===== src/design/lcdp_pkg.sv =====
// shared types and constants for the lcd command sentence parser
// holds transfer payload structs, parse state and character codes
// no dependencies
package lcdp_pkg;

  // sizing of the glyph store
  localparam int GLYPH_SLOTS    = 8;
  localparam int ROWS_PER_GLYPH = 8;
  localparam int COLS_PER_ROW   = 5;

  localparam int SLOT_W    = (GLYPH_SLOTS > 1) ? $clog2(GLYPH_SLOTS) : 1;
  localparam int ROW_CNT_W = $clog2(ROWS_PER_GLYPH) + 1;

  // character codes
  localparam logic [7:0] CH_BANG      = 8'h21;  // '!'
  localparam logic [7:0] CH_QUERY     = 8'h3f;  // '?'
  localparam logic [7:0] CH_M         = 8'h4d;  // 'M'
  localparam logic [7:0] CH_C         = 8'h43;  // 'C'
  localparam logic [7:0] CH_COLON     = 8'h3a;  // ':'
  localparam logic [7:0] CH_COMMA     = 8'h2c;  // ','
  localparam logic [7:0] CH_BACKSLASH = 8'h5c;
  localparam logic [7:0] CH_ZERO      = 8'h30;  // '0'
  localparam logic [7:0] CH_NINE      = 8'h39;
  localparam logic [7:0] CH_SPACE     = 8'h20;
  localparam logic [7:0] CH_TAB       = 8'h09;
  localparam logic [7:0] CH_CR        = 8'h0d;
  localparam logic [7:0] CH_TILDE     = 8'h7e;
  localparam int         RADIX        = 10;

  typedef enum logic [1:0] {
    KIND_ROW    = 2'd0,
    KIND_BYTE   = 2'd1,
    KIND_STATUS = 2'd2
  } kind_t;

  typedef enum logic [1:0] {
    STATUS_OK   = 2'd0,
    STATUS_BAD  = 2'd1,
    STATUS_ECHO = 2'd2
  } status_t;

  typedef enum logic [3:0] {
    PH_START,
    PH_ECHO,
    PH_ITEMS,
    PH_M_COLON,
    PH_MSG_FIRST,
    PH_MSG_TEXT,
    PH_MSG_ESC,
    PH_MSG_NUM,
    PH_C_NUM,
    PH_ROW_WS,
    PH_ROW_NUM,
    PH_ERROR
  } phase_t;

  typedef struct packed {
    logic [7:0] symbol;
    logic       is_end;
  } item_t;

  typedef struct packed {
    kind_t      kind;
    logic [2:0] glyph_index;
    logic [2:0] row_index;
    logic [4:0] row_bits;
    logic [7:0] message_byte;
    status_t    status;
  } result_t;

  typedef struct packed {
    phase_t                 phase;
    logic [GLYPH_SLOTS-1:0] defined_mask;
    logic [SLOT_W-1:0]      current_slot;
    logic [ROW_CNT_W-1:0]   row_counter;
    logic [7:0]             accumulator;
    logic                   digit_seen;
    logic                   number_overflow;
  } parse_state_t;

  localparam parse_state_t STATE_RESET = '{
    phase:           PH_START,
    defined_mask:    '0,
    current_slot:    '0,
    row_counter:     '0,
    accumulator:     8'd0,
    digit_seen:      1'b0,
    number_overflow: 1'b0
  };

endpackage


===== src/design/lcdp_step.sv =====
// next-state and result logic for one sentence character
// purely combinational, sits between the item register and the result register
// depends on lcdp_pkg
module lcdp_step
  import lcdp_pkg::*;
(
  input  item_t        item,
  input  parse_state_t state,
  output parse_state_t state_next,
  output logic         emit,
  output result_t      res
);

  localparam int MASK_EXT_W = 2 ** SLOT_W;

  logic [7:0]            c;
  logic                  c_ws;
  logic                  c_digit;
  logic                  c_print;
  logic [3:0]            digit;
  logic [11:0]           acc_sum;
  logic [7:0]            acc_add;
  logic                  ovf_add;
  logic                  num_clean;
  logic                  slot_ok;
  logic                  row_ok;
  logic [MASK_EXT_W-1:0] mask_ext;
  logic                  mask_bit;
  logic                  escape_ok;
  logic [ROW_CNT_W-1:0]  rc_inc;
  logic [MASK_EXT_W-1:0] slot_one;

  assign c       = item.symbol;
  assign c_ws    = (c == CH_SPACE) || ((c >= CH_TAB) && (c <= CH_CR));
  assign c_digit = (c >= CH_ZERO) && (c <= CH_NINE);
  assign c_print = (c >= CH_SPACE) && (c <= CH_TILDE);
  assign digit   = 4'(c - CH_ZERO);

  // accumulate one decimal digit, times ten as shift and add
  assign acc_sum = 12'(({4'd0, state.accumulator} << 3) + ({4'd0, state.accumulator} << 1))
                 + 12'(digit);
  assign acc_add = acc_sum[7:0];
  assign ovf_add = state.number_overflow || (acc_sum > 12'd255);

  assign num_clean = state.digit_seen && !state.number_overflow;
  assign slot_ok   = num_clean && ({1'b0, state.accumulator} < 9'(GLYPH_SLOTS));
  assign row_ok    = num_clean && ({1'b0, state.accumulator} < 9'(2 ** COLS_PER_ROW));

  assign mask_ext  = MASK_EXT_W'(state.defined_mask);
  assign mask_bit  = slot_ok && mask_ext[state.accumulator[SLOT_W-1:0]];
  assign escape_ok = slot_ok && mask_bit;

  assign rc_inc   = state.row_counter + ROW_CNT_W'(1);
  assign slot_one = MASK_EXT_W'(1) << state.current_slot;

  always_comb begin
    state_next = state;
    emit       = 1'b0;
    res        = '{kind: KIND_ROW, status: STATUS_OK, default: '0};

    if (item.is_end) begin
      res.kind = KIND_STATUS;
      unique case (state.phase)
        PH_ECHO:                 res.status = STATUS_ECHO;
        PH_MSG_TEXT, PH_MSG_ESC: res.status = STATUS_OK;
        PH_MSG_NUM:              res.status = escape_ok ? STATUS_OK : STATUS_BAD;
        default:                 res.status = STATUS_BAD;
      endcase
      emit       = 1'b1;
      state_next = STATE_RESET;
    end else begin
      unique case (state.phase)
        PH_START: begin
          if (c == CH_BANG) begin
            state_next.phase = PH_ITEMS;
          end else if (c == CH_QUERY) begin
            state_next.phase = PH_ECHO;
          end else if (!c_ws) begin
            state_next.phase = PH_ERROR;
          end
        end
        PH_ECHO: begin
          if (!c_ws) begin
            state_next.phase = PH_ERROR;
          end
        end
        PH_ITEMS: begin
          if (c == CH_M) begin
            state_next.phase = PH_M_COLON;
          end else if (c == CH_C) begin
            state_next.accumulator     = 8'd0;
            state_next.digit_seen      = 1'b0;
            state_next.number_overflow = 1'b0;
            state_next.phase           = PH_C_NUM;
          end
        end
        PH_M_COLON: begin
          state_next.phase = (c == CH_COLON) ? PH_MSG_FIRST : PH_ERROR;
        end
        PH_MSG_FIRST, PH_MSG_TEXT, PH_MSG_ESC, PH_MSG_NUM: begin
          if ((state.phase == PH_MSG_ESC) && c_digit) begin
            // first digit of an escape number
            state_next.accumulator     = {4'd0, digit};
            state_next.digit_seen      = 1'b1;
            state_next.number_overflow = 1'b0;
            state_next.phase           = PH_MSG_NUM;
            emit                       = 1'b1;
          end else if ((state.phase == PH_MSG_NUM) && c_digit) begin
            state_next.accumulator     = acc_add;
            state_next.digit_seen      = 1'b1;
            state_next.number_overflow = ovf_add;
            emit                       = 1'b1;
          end else if ((state.phase == PH_MSG_NUM) && !escape_ok) begin
            state_next.phase = PH_ERROR;
          end else if (!c_print) begin
            state_next.phase = PH_ERROR;
          end else begin
            state_next.phase = (c == CH_BACKSLASH) ? PH_MSG_ESC : PH_MSG_TEXT;
            emit             = 1'b1;
          end
          if (emit) begin
            res.kind         = KIND_BYTE;
            res.message_byte = c;
          end
        end
        PH_C_NUM: begin
          if (c_digit) begin
            state_next.accumulator     = acc_add;
            state_next.digit_seen      = 1'b1;
            state_next.number_overflow = ovf_add;
          end else if (!slot_ok || mask_bit || (c != CH_COLON)) begin
            state_next.phase = PH_ERROR;
          end else begin
            state_next.current_slot = state.accumulator[SLOT_W-1:0];
            state_next.row_counter  = '0;
            state_next.phase        = PH_ROW_WS;
          end
        end
        PH_ROW_WS: begin
          if (c_digit) begin
            state_next.accumulator     = {4'd0, digit};
            state_next.digit_seen      = 1'b1;
            state_next.number_overflow = 1'b0;
            state_next.phase           = PH_ROW_NUM;
          end else if (!c_ws) begin
            state_next.phase = PH_ERROR;
          end
        end
        PH_ROW_NUM: begin
          if (c_digit) begin
            state_next.accumulator     = acc_add;
            state_next.digit_seen      = 1'b1;
            state_next.number_overflow = ovf_add;
          end else if (!row_ok || (c != CH_COMMA)) begin
            state_next.phase = PH_ERROR;
          end else begin
            emit            = 1'b1;
            res.kind        = KIND_ROW;
            res.glyph_index = 3'(state.current_slot);
            res.row_index   = 3'(state.row_counter);
            res.row_bits    = state.accumulator[4:0];
            if (rc_inc >= ROW_CNT_W'(ROWS_PER_GLYPH)) begin
              // last row closes the glyph definition
              state_next.defined_mask = state.defined_mask | GLYPH_SLOTS'(slot_one);
              state_next.row_counter  = '0;
              state_next.phase        = PH_ITEMS;
            end else begin
              state_next.row_counter = rc_inc;
              state_next.phase       = PH_ROW_WS;
            end
          end
        end
        default: begin
          state_next.phase = PH_ERROR;
        end
      endcase
    end
  end

endmodule


===== src/design/lcd_command_sentence_parser.sv =====
// top level of the lcd command sentence parser
// item register, parse state, result register and checks
// depends on lcdp_pkg and lcdp_step
//
// usage
//   item channel: item carries one sentence character (symbol) or, with
//   is_end set, the end of the sentence; a transfer happens at a rising
//   edge with item_valid high and item_stall low
//   result channel: result carries a glyph row, a raw message byte or the
//   final sentence status; transfer on result_valid high, result_stall low
//   path: a result passes through the item register at its transfer and
//   then the result register, which a stalled result can hold; items
//   that cause no result simply update the parse state
//   throughput: one item per cycle unless a stalled result blocks it, set
//   by updating the parse state from item register into result register
//   stall: a stalled result holds in the result register while the item
//   register still takes one more item; item_stall rises only when both
//   are full, and follows result_stall in the same cycle
//   reset: rst is synchronous and active high; it empties both registers
//   and returns the parse state to sentence start with no glyphs defined
module lcd_command_sentence_parser
  import lcdp_pkg::*;
(
  input  logic    clk,
  input  logic    rst,
  input  logic    item_valid,
  output logic    item_stall,
  input  item_t   item,
  output logic    result_valid,
  input  logic    result_stall,
  output result_t result
);

  // item register
  logic  s1_valid;
  item_t s1_item;

  // parse state
  parse_state_t state;
  parse_state_t state_next;

  logic    step_emit;
  result_t step_res;
  logic    advance;

  // the item register moves on whenever the result register can take a value
  assign advance    = s1_valid && (!result_valid || !result_stall);
  assign item_stall = s1_valid && !advance;

  lcdp_step u_step (
    .item       (s1_item),
    .state      (state),
    .state_next (state_next),
    .emit       (step_emit),
    .res        (step_res)
  );

  always_ff @(posedge clk) begin
    if (rst) begin
      s1_valid <= 1'b0;
    end else if (item_valid && !item_stall) begin
      s1_valid <= 1'b1;
    end else if (advance) begin
      s1_valid <= 1'b0;
    end
  end

  // payload only, no reset
  always_ff @(posedge clk) begin
    if (item_valid && !item_stall) begin
      s1_item <= item;
    end
  end

  always_ff @(posedge clk) begin
    if (rst) begin
      state <= STATE_RESET;
    end else if (advance) begin
      state <= state_next;
    end
  end

  // result register
  always_ff @(posedge clk) begin
    if (rst) begin
      result_valid <= 1'b0;
    end else if (advance) begin
      result_valid <= step_emit;
    end else if (!result_stall) begin
      result_valid <= 1'b0;
    end
  end

  always_ff @(posedge clk) begin
    if (advance && step_emit) begin
      result <= step_res;
    end
  end

  // an end of sentence always yields a status result
  a_end_gives_status: assert property (@(posedge clk) disable iff (rst)
    advance && s1_item.is_end |=> result_valid && (result.kind == KIND_STATUS))
    else $error("end of sentence without status result");

  // an end of sentence clears the parse state
  a_end_clears_state: assert property (@(posedge clk) disable iff (rst)
    advance && s1_item.is_end |=> (state.phase == PH_START) && (state.defined_mask == '0))
    else $error("parse state not cleared after end of sentence");

  // only printable bytes leave as message bytes
  a_byte_printable: assert property (@(posedge clk) disable iff (rst)
    result_valid && (result.kind == KIND_BYTE) |->
      (result.message_byte >= CH_SPACE) && (result.message_byte <= CH_TILDE))
    else $error("non-printable message byte emitted");

  // input back-pressure only while the item register is full and blocked
  a_stall_needs_full: assert property (@(posedge clk) disable iff (rst)
    item_stall |-> s1_valid && result_valid && result_stall)
    else $error("item stall without a blocked pipeline");

endmodule


===== config.mk =====
export PLATFORM = sky130hd
export DESIGN_NAME = lcd_command_sentence_parser
export DESIGN_NICKNAME = d
export VERILOG_FILES = /design/src/design/lcdp_pkg.sv /design/src/design/lcdp_step.sv /design/src/design/lcd_command_sentence_parser.sv
export SDC_FILE = /design/constraint.sdc
export NUM_CORES = 1
export LEC_CHECK = 0
export BUFFER_PORTS_ARGS = -buffer_cell sky130_fd_sc_hd__buf_2
export CAP_MARGIN = 5
export CORE_MARGIN = 2
export CORE_UTILIZATION = 30
export CTS_CLUSTER_SIZE = 28
export DETAILED_ROUTE_END_ITERATION = 7
export GPL_ROUTABILITY_DRIVEN = 0
export SYNTH_ARGS = -nofsm -noshare
export SYNTH_HDL_FRONTEND = slang
export SYNTH_SLANG_ARGS = --single-unit

===== constraint.sdc =====
create_clock -name clk -period 9.6 [get_ports clk]
set_input_delay 0.96 -clock clk [delete_from_list [all_inputs] [get_ports clk]]
set_output_delay 0.96 -clock clk [all_outputs]
set_load 0.1 [all_outputs]

==> reports/results.ini <==
[status]
status = complete, no violations

[clock_network]
cts_resized = 0
hold_buffers = 0
cts_tree = built
cts.sinks = 63
post_cts_buffers = 0
clockRootBuffer = clkbuf_16
htree_levels = 3
clock_path_buffers = 2
cts_buffers = 9
clk-insertion-delay-late_ps = 330
clk_pin_slew_worst_paths_ps = 50

[final_layout]
n_fill_cell = 1137
multiInputGateArea_sq_um = 1800
finalNonFillerCells = 533
synthToLayoutAreaGrowth_pct = 17.73
final_cell_mix = buf_2, nor2_1, edfxtp_1
diodes = 0
layout_commonest_cell = buf_2
fin_nets = 416
regArea_sq_um = 1582
drive_gt1_frac = 0.1641

[die]
initial_core_util = 0.3059
row_count = 39
fp.coreArea_sq_um = 11370
die_w_um = 111.7
die_area_sq_um = 12470
fp.dieH_um = 111.7
io_pins = 38

[yosys]
postSynthAreaPerCell_sq_um = 9.938
syn_area_sq_um = 3478
synthCells = 350
ys_warn_count = 0
ys_types = 62
synth_compound_area_frac = 0.1651
ys_ff_latch = 63
synth_xor_area_frac = 0.01511
yosys.area_share.adder = 0.06906
async_flop_share = 0
muxShareOfSynthArea = 0.02050
synth-simple-area-share = 0.2460
synth_top_family_by_area = simple AND/OR/NAND/NOR gates
yosysSeqAreaShare = 0.4547
synth-edff-count = 32
synthFlopType = edfxtp_1
syn_nets = 381

[timing]
max_slew_margin = 0.2364
whs_ps = 478.8
worstMarginPinSlew_ps = 1144
fin_crit_sh = 0.3433
period_minus_slack_ps = 3296
fmax_mhz = 303.4
finalSetupViolCount = 0
setup_tns_ps = 0
hold_viol_final = 0
fin_skew_ps = 6.702
rsz0062_at_grt = no
drv_slew = 0

[grt]
grt_pass1_vias = 2668
grt_max_degree = 24
grt.overflow.total = 0
grtUsageMet3 = 0.03321
grt_pass1_wl_um = 13520
grt_use_total = 0.1343
antenna_found_initial = 0
gr-max-usage-layer = met2
use_met1 = 0.1829
use_met2 = 0.2044

[placed_design]
dp_cells = 517
io_buffers = 37
detailed_place_hpwl_um = 5940

[hold_path]
hold_depth = 2
hold_class = flip-flop to flip-flop
min_to = state[21]$_SDFFE_PP0P_
worstHoldStart = state[21]$_SDFFE_PP0P_

[pwr]
p_seq_frac = 0.440
combPwrFrac = 0.083
total_power_mw = 0.6795
switching_share = 0.2392
power.density_nw_per_um2 = 165.9
clkPwrFrac = 0.477
worst_ir_drop_vdd_mv = 0.1021
p_int_mw = 0.5169
p_leak_nw = 1.563
p_switching_mw = 0.1625

[route]
antenna_left = 0
drtPass1Iterations = 5
first_iter_violations = 196
vias = 2785
post-route-drc-count = 0
routed_wl_um = 8023
vias_per_cell = 5.225
wl_per_cell_um = 15.05

[worst_setup_path]
crit_chain = mux2_2 > a2bb2oi_1 > nand3_1 > a211oi_1 > a21oi_1 > nor2_2
crit_type = flip-flop to flip-flop
r2r_setup_slack_ps = 6300
crit_path_end_kind = flip-flop
crit_arrival_ps = 3240
r2r_cells = 6
start_kind = flip-flop
cp_num_buf_inv = 0
critical_path.slowest_cell = nor2_2
r2r_start = state[3]$_SDFFE_PP0P_
cp_data_required_time_ps = 9540
max_stage_delay_ps = 900
cp_max_fo = 23
cp_top_family = simple AND/OR/NAND/NOR gates
reg2reg_to = result[21]$_SDFFCE_PN0P_

[flow_run]
cap_viol_max_count = 0

[worst min-delay path, cell delays in order, from the launching register on]
cell and delay, ps:
dfxtp_1 330, a21oi_1 40, nor2_1 70
[power groups by stage]
stage | clock network (mW) | logic (mW) | registers [mW]
2_1_floorplan | 0 | 0.0285 | 0.318
3_3_place_gp | 0 | 0.0559 | 0.304
3_5_place_dp | 0 | 0.0559 | 0.304
4_1_cts | 0.331 | 0.0560 | 0.299
5_1_grt | 0.342 | 0.0605 | 0.300
6_report | 0.324 | 0.0561 | 0.299
[layout make-up]
type / instances / share of cell area
multi-input cells: 261 / 0.4397
flip-flops and latches: 63 / 0.3862
clock inverters: 4 / 0.01069
clock buffers: 12 / 0.06263
inverters: 13 / 0.01192
well taps: 143 / 0.04369
repair buffers: 37 / 0.04522
[Yosys cell counts (5+ instances only)]
master    instances  area [sq um]
clkbuf_1         12         45.04
and2_1           24         150.1
nand2_1          23         86.33
nor2b_1           8         50.05
nand2b_1          5         31.28
inv_1            13         48.80
dfxtp_1          31         620.6
nand3_1           9         45.04
nor2_1           33         123.9
nor3_1           13         65.06
ha_1             16         200.2
a21oi_1          14         70.07
a221o_1           5         50.05
a22o_1           11         96.34
edfxtp_1         32         960.9
mux2i_1           6         60.06
a31oi_1           9         56.30
[metrics by stage]
step           setup slack (ps)  utilization  cell area (sq um)
2_1_floorplan              6535            -               3478
3_3_place_gp               6453       0.3338               3795
3_5_place_dp               6295       0.3338               3795
4_1_cts                    6306       0.3602               4095
5_1_grt                    6103       0.3602               4095
6_report                   6304       0.3602               4095
[worst max path at each step]
stage	from	to	slack (ps)	cells past startpoint
2_1_floorplan	s1_item[5]$_DFFE_PP_	result[0]$_SDFFCE_PN0P_	6540	6
3_3_place_gp	state[3]$_SDFFE_PP0P_	result[8]$_SDFFCE_PP0P_	6450	6
3_5_place_dp	state[3]$_SDFFE_PP0P_	result[4]$_SDFFCE_PP0P_	6290	6
4_1_cts	state[3]$_SDFFE_PP0P_	result[12]$_SDFFCE_PP0P_	6310	6
5_1_grt	state[3]$_SDFFE_PP0P_	result[13]$_SDFFCE_PP0P_	6100	6
6_report	state[3]$_SDFFE_PP0P_	result[21]$_SDFFCE_PN0P_	6300	6
[registers in the layout, summed over array words and instances, names as in the netlist]
register / flops
result_valid: 1
s1_valid: 1
result: 23
state: 29
s1_item: 9
[cells by family after synthesis]
family,Yosys count
compound gates,78
flops,63
other cells,1
simple gates,151
mux,7
fa+ha+maj,18
xor+xnor,6
buf+inv,26
[metal layers]
metal | vias up | part of all wire
li1 | 1380 | -
met1 | 1303 | 0.48
met2 | 91 | 0.44
met3 | 11 | 0.062
met4 | 0 | 0.018
met5 | - | 0
Power figures use the tool's default switching activity.
